## config.mk

```make
export PLATFORM = sky130hd
export DESIGN_NAME = ftfd_window
export DESIGN_NICKNAME = d
export VERILOG_FILES = /design/src/hw/rtl/ftfd_pkg.sv /design/src/hw/rtl/ftfd_window.sv
export VERILOG_INCLUDE_DIRS = /design/src /design/src/hw/rtl
export SDC_FILE = /design/constraint.sdc
export NUM_CORES = 1
export LEC_CHECK = 0
export ABC_AREA = 1
export BUFFER_PORTS_ARGS = -buffer_cell sky130_fd_sc_hd__buf_2
export CAP_MARGIN = 0
export CELL_PAD_IN_SITES_DETAIL_PLACEMENT = 1
export CELL_PAD_IN_SITES_GLOBAL_PLACEMENT = 2
export CORE_MARGIN = 2
export CORE_UTILIZATION = 42
export CTS_CLUSTER_SIZE = 24
export DETAILED_ROUTE_END_ITERATION = 8
export PLACE_DENSITY = 0.83
export SYNTH_ARGS = -nofsm -noshare
export SYNTH_HDL_FRONTEND = slang
export SYNTH_SLANG_ARGS = --single-unit
```

## constraint.sdc

```tcl
create_clock -name clk -period 31.1 [get_ports clk]
set_clock_uncertainty 0.15 [all_clocks]
set_input_delay 1.555 -clock clk [delete_from_list [all_inputs] [get_ports clk]]
set_output_delay 1.555 -clock clk [all_outputs]
set_load 0.005 [all_outputs]
```

## src/hw/rtl/assert_macros.svh

```systemverilog
// Assertion macros shared by the deframer RTL.
// No dependencies; included by files that carry concurrent assertions.
`ifndef ASSERT_MACROS_SVH
`define ASSERT_MACROS_SVH
`ifndef SYNTHESIS
// Check prop at every rising edge, disabled while reset is asserted.
`define FTFD_ASSERT(lbl, clk, rstn, prop) \
    lbl: assert property (@(posedge clk) disable iff (!rstn) prop) \
        else $error("deframer assertion failed");
// Check prop at every rising edge, reset included.
`define FTFD_ASSERT_ALWAYS(lbl, clk, prop) \
    lbl: assert property (@(posedge clk) prop) \
        else $error("deframer assertion failed");
`else
`define FTFD_ASSERT(lbl, clk, rstn, prop)
`define FTFD_ASSERT_ALWAYS(lbl, clk, prop)
`endif
`endif

```

## src/hw/rtl/ftfd_pkg.sv

```systemverilog
// Package for the force/torque frame deframer: constants, stage types and
// the float to Q31.16 conversion functions. No dependencies.
package ftfd_pkg;

    localparam int FRAME_BYTES = 28;
    localparam int FILL_W      = $clog2(FRAME_BYTES);
    localparam int NUM_AXES    = 6;
    localparam int FIRST_VALUE = 2;
    localparam int Q_W         = 48;
    localparam int SCALE_W     = 16;
    localparam int MANT_W      = 24;
    localparam int PROD_W      = MANT_W + SCALE_W;
    localparam int EXP_BIAS_Q  = 134;

    localparam logic [7:0]         CH_CR        = 8'h0d;
    localparam logic [7:0]         CH_LF        = 8'h0a;
    localparam logic [7:0]         EXP_SPECIAL  = 8'hff;
    localparam logic [SCALE_W-1:0] SCALE_RESET  = 16'd1000;
    localparam logic [Q_W-1:0]     Q_MAX        = {1'b0, {(Q_W-1){1'b1}}};
    localparam logic [Q_W-1:0]     Q_MIN        = {1'b1, {(Q_W-1){1'b0}}};

    typedef logic [7:0] byte_t;

    // Raw little-endian words of one complete frame.
    typedef struct packed {
        logic [NUM_AXES-1:0][31:0] words;
    } frame_t;

    // One axis after the mantissa multiply.
    typedef struct packed {
        logic              neg;
        logic              special;
        logic signed [8:0] shift;
        logic [PROD_W-1:0] prod;
    } lane_t;

    typedef struct packed {
        lane_t [NUM_AXES-1:0] lanes;
    } scaled_t;

    typedef struct packed {
        logic [Q_W-1:0] value;
        logic           sat;
    } fix_t;

    typedef struct packed {
        logic [NUM_AXES-1:0][Q_W-1:0] values;
        logic                         sat;
    } result_t;

    // Split the float and multiply its mantissa by the scale factor.
    function automatic lane_t lane_prep(input logic [31:0] bits,
                                        input logic [SCALE_W-1:0] scale);
        lane_t            l;
        logic [7:0]       e;
        logic [7:0]       e_eff;
        logic [MANT_W-1:0] m;
        e       = bits[30:23];
        e_eff   = (e == 8'd0) ? 8'd1 : e;
        m       = {(e != 8'd0), bits[22:0]};
        l.neg     = bits[31];
        l.special = (e == EXP_SPECIAL);
        l.shift   = $signed({1'b0, e_eff}) - 9'sd134;
        l.prod    = {{SCALE_W{1'b0}}, m} * {{MANT_W{1'b0}}, scale};
        return l;
    endfunction

    // Align the product to Q31.16, floor toward minus infinity, saturate.
    function automatic fix_t lane_fix(input lane_t l);
        fix_t                  f;
        logic [PROD_W+Q_W-1:0] up;
        logic [2*PROD_W-1:0]   dn;
        logic [8:0]            r;
        logic [5:0]            rc;
        logic [PROD_W-1:0]     q;
        logic                  inc;
        f.sat   = 1'b0;
        f.value = '0;
        up      = '0;
        dn      = '0;
        r       = 9'(-l.shift);
        rc      = (r > 9'(PROD_W)) ? 6'(PROD_W) : r[5:0];
        q       = '0;
        inc     = 1'b0;
        if (l.special) begin
            f.sat   = 1'b1;
            f.value = l.neg ? Q_MIN : Q_MAX;
        end
        else if (l.prod == '0) begin
            f.value = '0;
        end
        else if (!l.shift[8]) begin
            if (l.shift > 9'sd47) begin
                f.sat   = 1'b1;
                f.value = l.neg ? Q_MIN : Q_MAX;
            end
            else begin
                up = {{Q_W{1'b0}}, l.prod} << l.shift[5:0];
                if (up[PROD_W+Q_W-1:Q_W-1] == '0) begin
                    f.value = l.neg ? (Q_W'(0) - up[Q_W-1:0]) : up[Q_W-1:0];
                end
                else if (l.neg && up == {{PROD_W{1'b0}}, Q_MIN}) begin
                    f.value = Q_MIN;
                end
                else begin
                    f.sat   = 1'b1;
                    f.value = l.neg ? Q_MIN : Q_MAX;
                end
            end
        end
        else begin
            dn  = {l.prod, {PROD_W{1'b0}}} >> rc;
            q   = dn[2*PROD_W-1:PROD_W];
            inc = |dn[PROD_W-1:0];
            if (l.neg) begin
                f.value = Q_W'(0) - (Q_W'(q) + Q_W'(inc));
            end
            else begin
                f.value = Q_W'(q);
            end
        end
        return f;
    endfunction

endpackage

```

## src/hw/rtl/ftfd_window.sv

```systemverilog
// Byte window of the deframer: shift line, fill count, frame check and resync.
// Depends on ftfd_pkg and assert_macros.svh.
`include "assert_macros.svh"
module ftfd_window
(
    input  logic                clk,
    input  logic                rst_n,
    input  logic                in_valid,
    output logic                in_ready,
    input  ftfd_pkg::byte_t     rx_byte,
    output logic                frm_valid,
    input  logic                frm_ready,
    output ftfd_pkg::frame_t    frm
);

    ftfd_pkg::byte_t               sh_reg [ftfd_pkg::FRAME_BYTES];
    ftfd_pkg::byte_t               win    [ftfd_pkg::FRAME_BYTES];
    logic [ftfd_pkg::FILL_W-1:0]   fill_reg;
    logic [ftfd_pkg::FILL_W-1:0]   fill_next;
    logic [ftfd_pkg::FILL_W:0]     fill_inc;
    logic                          frm_valid_reg;
    logic                          frm_valid_next;
    ftfd_pkg::frame_t              frm_reg;
    ftfd_pkg::frame_t              frm_next;
    logic                          in_fire;
    logic                          full;
    logic                          frame_hit;
    logic                          pair_found;
    logic [ftfd_pkg::FILL_W-1:0]   pair_fill;

    assign in_ready = !frm_valid_reg || frm_ready;
    assign in_fire  = in_valid && in_ready;

    // Window as it stands once the incoming byte is appended to a full line.
    always_comb
    begin
        for (int i = 0; i < ftfd_pkg::FRAME_BYTES - 1; i++) begin
            win[i] = sh_reg[i+1];
        end
        win[ftfd_pkg::FRAME_BYTES-1] = rx_byte;
    end

    always_comb
    begin
        frm_next = '0;
        for (int k = 0; k < ftfd_pkg::NUM_AXES; k++) begin
            for (int j = 0; j < 4; j++) begin
                if (ftfd_pkg::FIRST_VALUE + 4*k + j < ftfd_pkg::FRAME_BYTES) begin
                    frm_next.words[k][8*j +: 8] = win[ftfd_pkg::FIRST_VALUE + 4*k + j];
                end
            end
        end
    end

    // Lowest CR-LF pair wins: scan from the top so lower hits overwrite.
    always_comb
    begin
        pair_found = 1'b0;
        pair_fill  = '0;
        for (int p = ftfd_pkg::FRAME_BYTES - 2; p >= 0; p--) begin
            if (win[p] == ftfd_pkg::CH_CR && win[p+1] == ftfd_pkg::CH_LF) begin
                pair_found = 1'b1;
                pair_fill  = ftfd_pkg::FILL_W'(ftfd_pkg::FRAME_BYTES - 2 - p);
            end
        end
    end

    assign fill_inc  = {1'b0, fill_reg} + 1'b1;
    assign full      = (fill_inc == (ftfd_pkg::FILL_W+1)'(ftfd_pkg::FRAME_BYTES));
    assign frame_hit = full
        && win[ftfd_pkg::FRAME_BYTES-2] == ftfd_pkg::CH_CR
        && win[ftfd_pkg::FRAME_BYTES-1] == ftfd_pkg::CH_LF;

    always_comb
    begin
        priority if (!full) begin
            fill_next = fill_inc[ftfd_pkg::FILL_W-1:0];
        end
        else if (frame_hit) begin
            fill_next = '0;
        end
        else if (win[0] == ftfd_pkg::CH_LF) begin
            fill_next = ftfd_pkg::FILL_W'(ftfd_pkg::FRAME_BYTES - 1);
        end
        else if (pair_found) begin
            fill_next = pair_fill;
        end
        else begin
            // no pair: keep only the newest byte
            fill_next = ftfd_pkg::FILL_W'(1);
        end
    end

    always_comb
    begin
        frm_valid_next = frm_valid_reg;
        if (frm_valid_reg && frm_ready) begin
            frm_valid_next = 1'b0;
        end
        if (in_fire && frame_hit) begin
            frm_valid_next = 1'b1;
        end
    end

    always_ff @(posedge clk or negedge rst_n)
    begin
        if (!rst_n) begin
            fill_reg      <= '0;
            frm_valid_reg <= 1'b0;
        end
        else begin
            frm_valid_reg <= frm_valid_next;
            if (in_fire) begin
                fill_reg <= fill_next;
            end
        end
    end

    always_ff @(posedge clk)
    begin
        if (in_fire) begin
            for (int i = 0; i < ftfd_pkg::FRAME_BYTES - 1; i++) begin
                sh_reg[i] <= sh_reg[i+1];
            end
            sh_reg[ftfd_pkg::FRAME_BYTES-1] <= rx_byte;
            if (frame_hit) begin
                frm_reg <= frm_next;
            end
        end
    end

    assign frm_valid = frm_valid_reg;
    assign frm       = frm_reg;

    `FTFD_ASSERT(a_fill_bound, clk, rst_n,
        fill_reg < ftfd_pkg::FILL_W'(ftfd_pkg::FRAME_BYTES))
    `FTFD_ASSERT(a_frame_empties, clk, rst_n,
        (in_fire && frame_hit) |=> (fill_reg == '0 && frm_valid_reg))
    `FTFD_ASSERT(a_frame_holds, clk, rst_n,
        (frm_valid_reg && !frm_ready) |=> (frm_valid_reg && $stable(frm_reg)))

endmodule

```

Word-level counts from Yosys, hierarchy flattened:

Memory sizes are Yosys's and may differ from the RTL's.
Index checks and enable logic that the tools add are counted.

* register bits: 198
* bits in writable memories: 224
* input bits: 12
* output and inout bits: 194
* logic and storage cells: 163
* memories kept: 1

* add/sub/neg operators: 1
* eq/ne operators: 56
* muxes and demuxes: 61
* reductions and logical operators: 36

Memory list
* sh_reg: words 28, width 8, read ports 27, clocked after memory_dff 0, wr ports 28, line ftfd_window.sv:16 `ftfd_pkg::byte_t sh_reg [ftfd_pkg::FRAME_BYTES];`

Operator list (count)
* 8-bit by 4-bit equality test with 1-bit output (second input constant): 55
* 5-bit two-way mux: 29
* 1-bit logical AND: 32
* 1-bit two-way mux: 32
* 5-bit by 1-bit adder with 6-bit output (second input constant): 1
* 6-bit by 5-bit equality test with 1-bit output (second input constant): 1
* 2-bit AND reduction: 1
* 2-bit nonzero test: 1
* 1-bit zero test: 1
* 1-bit logical OR: 1

Depth between registers and ports, before layout:

Gate-level depths: netlist of the first run.
An unclocked memory read counts as a cell.

* depth in word-level cells: 34
* depth in mapped cells: 32
* depth with buffers taken out: 32

Worst setup path after synthesis of the first run:

OpenSTA, ideal clock, no wires.

* kind: input to register
* from: input port frm_ready
* to: register frm_valid_reg (netlist: frm_valid)
* setup time: 149 ps
* arrival: 26814 ps
* required time: 30801 ps
* setup slack: 3987 ps
* stages: 5
* path buffers: 0
* cells stage by stage: nor2_1 > nor2_1 > inv_1 > nor3_1 > or2_2

* longest elaborated chain between the ends: 4
* elaborated cells on any way between the ends: 6
* those cells by class: mux: 1; reduce/logical: 5

RTL lines
* from (decl): line ftfd_window.sv:12 `input logic frm_ready,`
* 1-bit logical OR: line ftfd_window.sv:31 `assign in_ready = !frm_valid_reg || frm_ready;`
* 1-bit logical AND: line ftfd_window.sv:32 `assign in_fire = in_valid && in_ready;`
* named net in_fire: line ftfd_window.sv:25 `logic in_fire;`
* 1-bit logical AND: line ftfd_window.sv:100 `if (in_fire && frame_hit) begin`
* 1-bit two-way mux: line ftfd_window.sv:100
* named net frm_valid_next: line ftfd_window.sv:22 `logic frm_valid_next;`
* to (signal assigned): line ftfd_window.sv:112 `frm_valid_reg <= frm_valid_next;`
* to (decl): line ftfd_window.sv:21 `logic frm_valid_reg;`

The timed path passes the listed nets, and every way through them passes these cells.
A chain may end at the register's enable or synchronous reset.

Worst setup path in the final report of the first run:

* from: input port rx_byte[5]
* to: register frm_reg, in the netlist frm[13], enable pin

* longest elaborated chain between the ends: 3

RTL lines
* from (decl): line ftfd_window.sv:10 `input ftfd_pkg::byte_t rx_byte,`
* 8-bit by 4-bit equality test with 1-bit output: line ftfd_window.sv:72 `&& win[ftfd_pkg::FRAME_BYTES-1] == ftfd_pkg::CH_LF;`
* 1-bit logical AND: line ftfd_window.sv:72
* 2-bit AND reduction (no line)
* to (signal assigned): line ftfd_window.sv:127 `frm_reg <= frm_next;`
* to (decl): line ftfd_window.sv:23 `ftfd_pkg::frame_t frm_reg;`

Every way passes these cells.

==> results of run 1 <==
through the flow:
step / worst slack (ns) / cell area (um^2) / util [%] / hold slack [ns]
6_report: 26.29 / 17100 / 51.2 / 0.307
5_1_grt: 25.97 / 17100 / 51.2 / 0.311
4_1_cts: 26.17 / 17100 / 51.2 / 0.308
3_5_place_dp: 25.62 / 15700 / 47.2 / 0.297
3_3_place_gp: 25.88 / 15700 / 47.2 / 0.282
2_1_floorplan: 3.99 / 14100 / - / 0.277
routing by layer:
metal  global-route usage [%]  vias to the layer above  part of all wire (%)  wire, um
met1                     21.4                     3699                    42     12500
met4                     4.21                        0                   1.8       547
met2                     29.8                      213                    50     15100
met3                     3.90                       45                   5.8      1730
li1                         -                     3356                     -         -
met5                        0                        -                     0         0
final cells by class:
cell class                      instances  area [um^2]
Fill cell                            3160        16200
Sequential cell                       414        12400
Multi-Input combinational cell        290         1490
Clock buffer                           54         1150
Timing Repair Buffer                  211         1070
Tap cell                              448          561
Clock inverter                         23          201
Inverter                               49          184
synthesized netlist by cell type, types with 3 or more instances:
master / instances
inv_1: 47
a21oi_1: 5
or4_1: 6
xor2_1: 3
nor3_1: 16
nand3_1: 17
dfrtp_1: 6
nor2_1: 68
nand4_1: 23
nor2_2: 4
nand2_1: 94
edfxtp_1: 408
nor3b_1: 9
nor4_1: 20
cell families after synthesis:
kind of cell | share of synthesized area, %
and+or+nand+nor | 9.44
adders and majority gates | 0.178
xor gates and xnor gates | 0.187
buffers and inverters | 1.31
AOI/OAI and AO/OA | 0.694
DFF | 88.2
worst paths after layout:
| kind | from | to | slack, ns | cells after the start |
|---|---|---|---|---|
| setup / recovery | rx_byte[5] | frm[13]$_DFFE_PP_ | 26.29 | 8 |
| hold / removal | sh_reg[1][92]$_DFFE_PP_ | sh_reg[1][84]$_DFFE_PP_ | 0.31 | 0 |
| setup reg to reg | fill_reg[0]$_DFFE_PN0P_ | frm[13]$_DFFE_PP_ | 26.95 | 8 |
| hold reg to reg | sh_reg[1][92]$_DFFE_PP_ | sh_reg[1][84]$_DFFE_PP_ | 0.31 | 0 |
| max in group asynchronous | rst_n | fill_reg[4]$_DFFE_PN0P_ | 29.93 | 1 |
| min in group asynchronous | rst_n | frm_valid$_DFFE_PN0P_ | 0.71 | 1 |
power groups by stage:
stage	clock, W	sequential, W	combinational [W]
2_1_floorplan	0	0.000662	0.0000228
3_3_place_gp	0	0.000665	0.0000292
3_5_place_dp	0	0.000667	0.0000310
4_1_cts	0.000500	0.000655	0.0000310
5_1_grt	0.000519	0.000658	0.0000345
6_report	0.000487	0.000655	0.0000305
==> metrics.md, run 1 <==
| Metric | Value |
|---|---|
| Maximum cell stage delay along the critical path | `0.68 ns` |
| Clock sinks | `414` |
| Peak supply drop | `0.0541 mV` |
| Post-synthesis instance total | `753` |
| Final ANT Viol Nets | `0` |
| CTS-repair resized insts | `0` |
| Yosys synthesis warning count | `0` |
| Max frequency | `208 MHz` |
| Unrepaired setup endpoints after global routing | `no` |
| Chip Width | `187 um` |
| Flop pwr share | `55.9%` |
| Overall die height | `187 um` |
| Starting density of the core | `42.3%` |
| Synth Register Bits | `414` |
| Post CTS Setup Buffer Count | `0` |
| Total number of vias | `7313` |
| Post-Place Cells | `1412` |
| Ordered cell list for the critical path | `buf_2 > nor4_1 > inv_1 > nor4_1 > inv_1 > nor3_2 > buf_4 > buf_4` |
| RePlAce Congestion | `0.749` |
| IO buf count | `205` |
| Diode count | `0` |
| Pin count of the biggest net entering global routing | `88` |
| H-Tree Level Count | `2` |
| Outcome | `finished clean` |
| Number of detailed-routing iterations run before antenna repair | `5` |
| I/O pin count | `206` |
| Switching power summed over all nets | `0.000239 W` |
| Max Cap Viol | `0` |
| Initial antenna violation count | `0` |
| Tightest slew margin relative to the limit | `22.5%` |
| Nets@finish | `1023` |
| Drt first-iter violations | `414` |
| Flip-flop count of the largest register, all copies and words added | `216` |
| HP Class | `flip-flop to flip-flop` |
| Worst-path cell with the longest stage delay | `buf_4` |
| Worst-Margin Slew | `1.16 ns` |
| Wire length of the first global-routing pass | `45700 um` |
| Share of total power consumed by net switching | `20.4%` |
| Post-synth top flop | `edfxtp_1` |
| Total GRT Usage | `17.0%` |
| Number of clock buffers inserted by TritonCTS | `43` |
| Area growth, synth to finish | `21.3%` |
| Cell Pwr Density | `68.7 nW/um^2` |
| Maximum fanout along the worst path | `58` |
| Via density per instance | `4.91` |
| WL per Instance | `20.0 um` |
| Highest-count cells in the layout ignoring fill and taps | `408 x edfxtp_1, 205 x buf_2, 94 x nand2_1` |
| Hpwl dp | `20700 um` |
| Most common cell after layout, fill and taps aside | `edfxtp_1` |
| Final setup violation count | `0` |
| Largest delay contributor family on the critical path | `buffers and inverters` |
| Clock tree from TritonCTS | `done` |
| Final worst path period need | `4.81 ns` |
| Top-area cell type share of the netlist area | `87.1%` |
| Number of hold-repair buffers added at the cts stage | `0` |
| Cell leakage power | `6.21 nW` |
| Row Count | `67` |
| Fraction of the cycle the final worst path needs | `15.5%` |
| Cell taking the most area after synthesis | `edfxtp_1` |
| Synthesized netlist net count | `767` |
| Clock network fraction of design power | `41.5%` |
| Finished Layout Cells | `1489` |
| Post-synth cell types | `34` |
| DR DRC count | `0` |
| Fraction of registers with async set or reset after synthesis | `1.45%` |
| Total buffers and inverters traversed by the critical path | `5` |
| Clk buf depth | `3` |
| Critical path start-end classification | `input port to flip-flop` |
| Final wirelength | `29800 um` |
| Number of enable-type register cells in the synthesized netlist | `408` |
| Sequential-to-total area share from yosys stat | `88.2%` |
| Skew-Pair Late Insertion Delay | `0.53 ns` |
| Die area | `35000 um^2` |
| Core box area | `33300 um^2` |
| Critical path required time | `31.10 ns` |
| Number of endpoints with negative hold slack in the final report | `0` |
| Final slew viol count | `0` |
| Combinational fraction of design power | `2.6%` |
| Cell Int Power | `0.000933 W` |
| Total Negative Setup Slacks | `0 ns` |
| Sort of element at the start of the critical path | `input port` |
| Share of final-layout standard cells stronger than drive strength 1 | `27.9%` |
| Clk pin slew, worst setup/hold paths | `0.06 ns` |
| Area of the mapped netlist | `14100 um^2` |
| Clock root buffer master | `clkbuf_16` |
| Post-layout total power | `0.00117 W` |
| Arrival time of data at the critical path endpoint | `4.81 ns` |
| Gr ovfl total | `0` |
| Crit. End Element | `flip-flop` |
| Mean cell area of the mapped netlist | `18.7 um^2` |
| Leading cell types by total area after synthesis | `edfxtp_1 87%, nand2_1 2.5%, nor2_1 1.8%` |
| Via count of the first global-routing pass | `7778` |
Power figures use the tool's default switching activity.
==> run 2, diff against run 1 <==
--- a/config.mk
+++ b/config.mk
@@ -12,10 +12,10 @@
 export CELL_PAD_IN_SITES_DETAIL_PLACEMENT = 1
 export CELL_PAD_IN_SITES_GLOBAL_PLACEMENT = 2
 export CORE_MARGIN = 2
-export CORE_UTILIZATION = 42
+export CORE_UTILIZATION = 38
 export CTS_CLUSTER_SIZE = 24
 export DETAILED_ROUTE_END_ITERATION = 8
-export PLACE_DENSITY = 0.83
+export PLACE_DENSITY = 0.79
 export SYNTH_ARGS = -nofsm -noshare
 export SYNTH_HDL_FRONTEND = slang
 export SYNTH_SLANG_ARGS = --single-unit
==> constraint.sdc (replaced) <==
create_clock -name clk -period 4 [get_ports clk]
set_clock_uncertainty 0.15 [all_clocks]
set_input_delay 0.2 -clock clk [delete_from_list [all_inputs] [get_ports clk]]
set_output_delay 0.2 -clock clk [all_outputs]
set_load 0.005 [all_outputs]
==> run 2 against run 1 <==
Global-route usage decreased by 1.3 points. Power increased to 7.8 times the previous value. Wire length increased by 1.2%. Register-to-register slack got worse by 26 ns. Sequential cell count did not move. Sequential power rose to 7.8 times the previous value. Hold slack worse by 0.24 ns. Die area rose by 10%. Critical endpoint is now fill_reg[1]$_DFFE_PN0P_. Largest cell class unchanged.
==> metrics.md, run 2 (synthesis results as in run 1) <==
| Metric | Value |
|---|---|
| Outcome | `finished clean` |
| Core box area | `36500 um^2 (+9.7%)` |
| Hold-critical path depth | `5 (+5)` |
| Clk pin slew, worst setup/hold paths | `0.06 ns (about the same)` |
| Finished Layout Cells | `1521 (+2.1%)` |
| CTS-repair resized insts | `0 (unchanged)` |
| WL per Instance | `19.8 um (-0.95%)` |
| Via count of the first global-routing pass | `7845 (+0.86%)` |
| Clk buf depth | `3 (unchanged)` |
| DR DRC count | `0 (unchanged)` |
| IO buf count | `205 (unchanged)` |
| Critical path start-end classification | `flip-flop to flip-flop` |
| Diode count | `0 (unchanged)` |
| Final slew viol count | `0 (unchanged)` |
| Worst-Margin Slew | `1.00 ns (-0.160 ns)` |
| Maximum fanout along the worst path | `4 (-93%)` |
| Tightest slew margin relative to the limit | `33.1% (+11 points)` |
| Row Count | `70 (+4.5%)` |
| R2r worst-path depth | `15 (+7)` |
| Total number of vias | `7320 (+0.096%)` |
| Chip Width | `196 um (+5.0%)` |
| Pin count of the biggest net entering global routing | `182 (+110%)` |
| Flip-flop count of the largest register, all copies and words added | `216 (unchanged)` |
| Peak supply drop | `0.380 mV (+600%)` |
| Unrepaired setup endpoints after global routing | `no` |
| Via density per instance | `4.81 (-2.0%)` |
| Share of final-layout standard cells stronger than drive strength 1 | `28.0% (+0.16 points)` |
| Number of endpoints with negative hold slack in the final report | `0 (unchanged)` |
| Gr ovfl total | `0 (unchanged)` |
| Max Cap Viol | `0 (unchanged)` |
| Drt first-iter violations | `329 (-21%)` |
| Clock sinks | `414 (unchanged)` |
| Nets@finish | `1033 (+0.98%)` |
| Number of clock buffers inserted by TritonCTS | `44 (+2.3%)` |
| Clock tree from TritonCTS | `done` |
| Worst reg2reg path endpoint | `fill_reg[1]$_DFFE_PN0P_` |
| Starting density of the core | `38.5% (-3.8 points)` |
| Min-delay src | `in_valid` |
| Post-place setup slack | `0.880 ns (-24.74 ns)` |
| Cell leakage power | `6.27 nW (+1.0%)` |
| H-Tree Level Count | `2 (unchanged)` |
| Setup slack, reg-to-reg | `0.91 ns (-26.04 ns)` |
| Area growth, synth to finish | `22.5%` |
| Final ANT Viol Nets | `0 (unchanged)` |
| Highest-count cells in the layout ignoring fill and taps | `408 x edfxtp_1, 205 x buf_2, 94 x nand2_1` |
| Smallest setup slack after layout | `0.915 ns (-25.38 ns)` |
| Hold Path End | `fill_reg[3]$_DFFE_PN0P_` |
| Most common cell after layout, fill and taps aside | `edfxtp_1` |
| R2R Path Start | `sh_reg[1][82]$_DFFE_PP_` |
| Arrival time of data at the critical path endpoint | `3.40 ns (-1.41 ns)` |
| Overall die height | `196 um (+5.0%)` |
| Total GRT Usage | `15.7% (-1.3 points)` |
| Critical path required time | `4.32 ns (-26.78 ns)` |
| RePlAce Congestion | `0.741 (-1.1%)` |
| Sort of element at the start of the critical path | `flip-flop` |
| FILL cells | `3541 (+12%)` |
| Final wirelength | `30200 um (+1.2%)` |
| Post CTS Setup Buffer Count | `0 (unchanged)` |
| Wire length of the first global-routing pass | `45700 um (+0.18%)` |
| Die area | `38600 um^2 (+10%)` |
| Max frequency | `324 MHz` |
| Hpwl dp | `20300 um (-2.2%)` |
| Fraction of the cycle the final worst path needs | `77.1%` |
| Cell Pwr Density | `530 nW/um^2 (+670%)` |
| Clock root buffer master | `clkbuf_16` |
| I/O pin count | `206 (unchanged)` |
| Number of hold-repair buffers added at the cts stage | `11 (+11)` |
| Initial antenna violation count | `0 (unchanged)` |
| Final worst path period need | `3.09 ns` |
| Skew-Pair Late Insertion Delay | `0.56 ns (+0.03 ns)` |
| Crit. End Element | `flip-flop` |
| Final setup violation count | `0 (unchanged)` |
| HP Class | `input port to flip-flop` |
| Post-Place Cells | `1430 (+1.3%)` |
| Number of detailed-routing iterations run before antenna repair | `4 (-1)` |
==> run 2: cell count changes in the layout (fill, tap and decap cells not counted), moves of 2 or more <==
cell	change
clkbuf_1	-2
dlygate4sd3_1	+11
buf_12	+3
buf_4	-5
bufinv_16	-2
clkbuf_16	+2
clkinv_2	+6
==> run 2: layer usage <==
layer | part of all wire (%) | up-vias | GRT usage (%)
met5 | 0 | - | 0
met1 | 42 | 3682 | 19.4
li1 | - | 3391 | -
met3 | 6.9 | 46 | 5.22
met2 | 49 | 201 | 26.5
met4 | 1.9 | 0 | 4.21
==> run 2: how the worst max path moves through the flow <==
stage | startpoint | to | slack (ns) | cells past startpoint
floorplan | frm_valid$_DFFE_PN0P_ | frm_valid$_DFFE_PN0P_ | -5.67 | 6
global placement | sh_reg[1][79]$_DFFE_PP_ | fill_reg[1]$_DFFE_PN0P_ | 0.96 | 15
detailed placement | sh_reg[1][86]$_DFFE_PP_ | fill_reg[1]$_DFFE_PN0P_ | 0.88 | 15
CTS | sh_reg[1][82]$_DFFE_PP_ | fill_reg[1]$_DFFE_PN0P_ | 0.82 | 15
global route | sh_reg[1][82]$_DFFE_PP_ | fill_reg[1]$_DFFE_PN0P_ | 0.55 | 15
finish | sh_reg[1][82]$_DFFE_PP_ | fill_reg[1]$_DFFE_PN0P_ | 0.91 | 15
==> run 2: worst max-delay path, cell delays in order, from the launching register on <==
cell,delay [ns]
edfxtp_1,0.46
nor2_1,0.16
nand3_1,0.10
o41ai_1,0.82
nand3_1,0.15
a31oi_1,0.19
nor2_1,0.09
nor2_1,0.09
nor2_1,0.05
nor2_1,0.08
nor2_1,0.06
nor2_1,0.08
nor2_1,0.05
o211ai_1,0.18
nand2_1,0.09
a21oi_1,0.18
==> run 2: through the flow <==
step | hold WS [ns] | area, um^2 | util (%) | power [W] | TNS, ns
after CTS | 0.0424 | 17200 | 47.2 | 0.00926 | 0
after floorplan | -0.246 | 14100 | - | 0.00530 | -1163.93
final | 0.0657 | 17200 | 47.2 | 0.00913 | 0
after global routing | 0.0996 | 17200 | 47.2 | 0.00945 | 0
after detailed placement | -0.0939 | 15800 | 43.2 | 0.00542 | 0
after global placement | -0.0969 | 15800 | 43.2 | 0.00540 | 0
==> run 2: area by class of cell <==
| class | instances | area, um^2 | share of cell area [%] |
|---|---|---|---|
| Multi-Input combinational cell | 290 | 1500 | 8.69 |
| Clock inverter | 27 | 175 | 1.02 |
| Inverter | 49 | 184 | 1.07 |
| Sequential cell | 414 | 12400 | 72.0 |
| Clock buffer | 53 | 1180 | 6.84 |
| Tap cell | 468 | 586 | 3.40 |
| Timing Repair Buffer | 220 | 1200 | 6.99 |
==> run 2: report_power, final <==
part / total (W) / internal [W] / leakage [nW] / switching (W)
combinational: 0.000247 / 0.0000898 / 1.70 / 0.000158
sequential: 0.00509 / 0.00495 / 3.91 / 0.000143
clock: 0.00379 / 0.00217 / 0.662 / 0.00163
total: 0.00913 / 0.00720 / 6.27 / 0.00193
==> run 3, diff against run 2 <==
--- a/config.mk
+++ b/config.mk
@@ -12,10 +12,10 @@
 export CELL_PAD_IN_SITES_DETAIL_PLACEMENT = 1
 export CELL_PAD_IN_SITES_GLOBAL_PLACEMENT = 2
 export CORE_MARGIN = 2
-export CORE_UTILIZATION = 38
+export CORE_UTILIZATION = 42
 export CTS_CLUSTER_SIZE = 24
 export DETAILED_ROUTE_END_ITERATION = 8
-export PLACE_DENSITY = 0.79
+export PLACE_DENSITY = 0.83
 export SYNTH_ARGS = -nofsm -noshare
 export SYNTH_HDL_FRONTEND = slang
 export SYNTH_SLANG_ARGS = --single-unit
==> constraint.sdc (replaced) <==
create_clock -name clk -period 3.2 [get_ports clk]
set_clock_uncertainty 0.15 [all_clocks]
set_input_delay 0.16 -clock clk [delete_from_list [all_inputs] [get_ports clk]]
set_output_delay 0.16 -clock clk [all_outputs]
set_load 0.005 [all_outputs]
==> run 3 against run 2 <==
Hold slack worse by 0.0076 ns. Power rose by 27%. Combinational power rose by 26%. Design area increased by 0.59%. Global-route usage up 1.9 points. Sequential cell count unchanged. Critical path type unchanged. Sequential power rose by 25%. Critical endpoint is now fill_reg[2]$_DFFE_PN0P_. Setup slack got worse by 0.67 ns. Non-clock buffer count increased by 6. Fmax rose by 4.5%.
==> metrics.md, run 3 (synthesis results as in run 1) <==
| Metric | Value |
|---|---|
| Outcome | `finished clean` |
| Highest-count cells in the layout ignoring fill and taps | `408 x edfxtp_1, 205 x buf_2, 94 x nand2_1` |
| Core box area | `33300 um^2 (-8.9%)` |
| Share of final-layout standard cells stronger than drive strength 1 | `28.2% (+0.23 points)` |
| Die area | `35000 um^2 (-9.3%)` |
| Diode count | `0 (unchanged)` |
| Worst-Margin Slew | `0.724 ns (-0.279 ns)` |
| Maximum fanout along the worst path | `3 (-1)` |
| Clock tree from TritonCTS | `done` |
| Maximum cell stage delay along the critical path | `0.66 ns (-0.16 ns)` |
| Via density per instance | `4.95 (+2.9%)` |
| Number of clock buffers inserted by TritonCTS | `43 (-2.3%)` |
| Post-Place Cells | `1416 (-0.98%)` |
| Unrepaired setup endpoints after global routing | `no` |
| Skew-Pair Late Insertion Delay | `0.53 ns (-0.03 ns)` |
| Gr ovfl total | `0 (unchanged)` |
| Max frequency | `339 MHz (+4.5%)` |
| Cell leakage power | `6.33 nW (+0.90%)` |
| DR DRC count | `0 (unchanged)` |
| Worst-path cell with the longest stage delay | `nor4_1` |
| Row Count | `67 (-4.3%)` |
| Starting density of the core | `42.3% (+3.8 points)` |
| IO buf count | `205 (unchanged)` |
| Critical path required time | `3.49 ns (-0.83 ns)` |
| Final setup violation count | `0 (unchanged)` |
| Chip Width | `187 um (-4.8%)` |
| Final worst path period need | `2.95 ns (-0.132 ns)` |
| Overall die height | `187 um (-4.8%)` |
| Initial antenna violation count | `0 (unchanged)` |
| Final ANT Viol Nets | `0 (unchanged)` |
| Drt first-iter violations | `386 (+17%)` |
| Max Cap Viol | `0 (unchanged)` |
| Ordered cell list for the critical path | `nor4_1 > inv_1 > nor4_2 > inv_2 > nand3_1 > nor4_1 > nand2_1 > nand2_1 > inv_2 > nand3_1 > a21oi_1 > a211oi_1 > nor2_1` |
| Fraction of the cycle the final worst path needs | `92.3% (+15 points)` |
| I/O pin count | `206 (unchanged)` |
| Cell Pwr Density | `668 nW/um^2 (+26%)` |
| Final slew viol count | `0 (unchanged)` |
| CTS-repair resized insts | `0 (unchanged)` |
| Final wirelength | `30700 um (+1.9%)` |
| Sort of element at the start of the critical path | `flip-flop` |
| Critical path start-end classification | `flip-flop to flip-flop` |
| Crit. End Element | `flip-flop` |
| Peak supply drop | `0.373 mV (-1.6%)` |
| Wire length of the first global-routing pass | `47100 um (+3.0%)` |
| Total GRT Usage | `17.6% (+1.9 points)` |
| Clk buf depth | `3 (unchanged)` |
| HP Class | `input port to flip-flop` |
| Number of endpoints with negative hold slack in the final report | `0 (unchanged)` |
| Area growth, synth to finish | `23.2%` |
| Pin count of the biggest net entering global routing | `115 (-37%)` |
| Clk pin slew, worst setup/hold paths | `0.06 ns (about the same)` |
| Nets@finish | `1038 (+0.48%)` |
| Total number of vias | `7441 (+1.7%)` |
| Hpwl dp | `21100 um (+4.3%)` |
| Most common cell after layout, fill and taps aside | `edfxtp_1` |
| H-Tree Level Count | `2 (unchanged)` |
| Number of hold-repair buffers added at the cts stage | `11 (unchanged)` |
| Number of detailed-routing iterations run before antenna repair | `6 (+2)` |
| Post CTS Setup Buffer Count | `0 (unchanged)` |
| Flip-flop count of the largest register, all copies and words added | `216 (unchanged)` |
| Clock sinks | `414 (unchanged)` |
| Worst hold slack | `0.0581 ns (-0.00760 ns)` |
| Arrival time of data at the critical path endpoint | `3.25 ns (-0.15 ns)` |
| Total Negative Setup Slacks | `0 ns (unchanged)` |
| WL per Instance | `20.5 um (+3.1%)` |
| Finished Layout Cells | `1503 (-1.2%)` |
| RePlAce Congestion | `0.757 (+2.2%)` |
| Clock root buffer master | `clkbuf_16` |
| Via count of the first global-routing pass | `8034 (+2.4%)` |
| Tightest slew margin relative to the limit | `51.3% (+18 points)` |
## run 3: cell count changes in the layout (fill, tap and decap cells not counted), sizes merged
cell and delta:
buf +6, bufinv +3, clkbuf +4, clkinv -11
clkinvlp -1, inv +1
## run 3: worst paths after layout
path	from	endpoint	slack [ns]	cells after the start
max	sh_reg[0][13]$_DFFE_PP_	fill_reg[2]$_DFFE_PN0P_	0.25	13
min	in_valid	fill_reg[3]$_DFFE_PN0P_	0.06	5
max reg2reg	sh_reg[0][13]$_DFFE_PP_	fill_reg[2]$_DFFE_PN0P_	0.25	13
min reg2reg	sh_reg[1][93]$_DFFE_PP_	sh_reg[1][85]$_DFFE_PP_	0.31	0
max in group asynchronous	rst_n	frm_valid$_DFFE_PN0P_	2.17	3
min in group asynchronous	rst_n	fill_reg[1]$_DFFE_PN0P_	0.46	3
## run 3: cell type report
class / count / area, um^2
clock buffers: 57 / 1180
clock inverters: 19 / 216
fillers: 3151 / 16000
inverters: 49 / 184
multi-input cells: 290 / 1500
flip-flops and latches: 414 / 12400
well taps: 448 / 561
repair buffers: 226 / 1290
## run 3: report_power, final
group          internal (W)  switching, W  leakage, nW
clock network       0.00292       0.00197        0.676
registers           0.00618      0.000187         3.91
logic              0.000113      0.000197         1.74
total               0.00922       0.00236         6.33
## run 3: metal layers
metal | up-vias | track usage [%] | wire length (um)
met5 | - | 0 | 0
met2 | 233 | 31.4 | 15900
met3 | 59 | 3.81 | 1680
met1 | 3760 | 21.5 | 12400
li1 | 3389 | - | -
met4 | 0 | 4.95 | 745
## run 3: worst max-delay path: cells and delay by family (launching register included)
| family | cells | cell delay, ns |
|---|---|---|
| AND/OR/NAND/NOR | 8 | 1.78 |
| flip-flops | 1 | 0.38 |
| buffers and inverters | 3 | 0.33 |
| AO/OA/AOI/OAI | 2 | 0.23 |
## run 3: through the flow
step	total power [W]	area (um^2)	setup WS, ns	utilization, %
floorplan	0.00663	14100	-6.47	-
global placement	0.00674	15800	0.427	47.5
detailed placement	0.00678	15800	0.370	47.5
CTS	0.0117	17300	0.295	52.1
global route	0.0119	17300	0.0600	52.1
finish	0.0116	17300	0.247	52.1
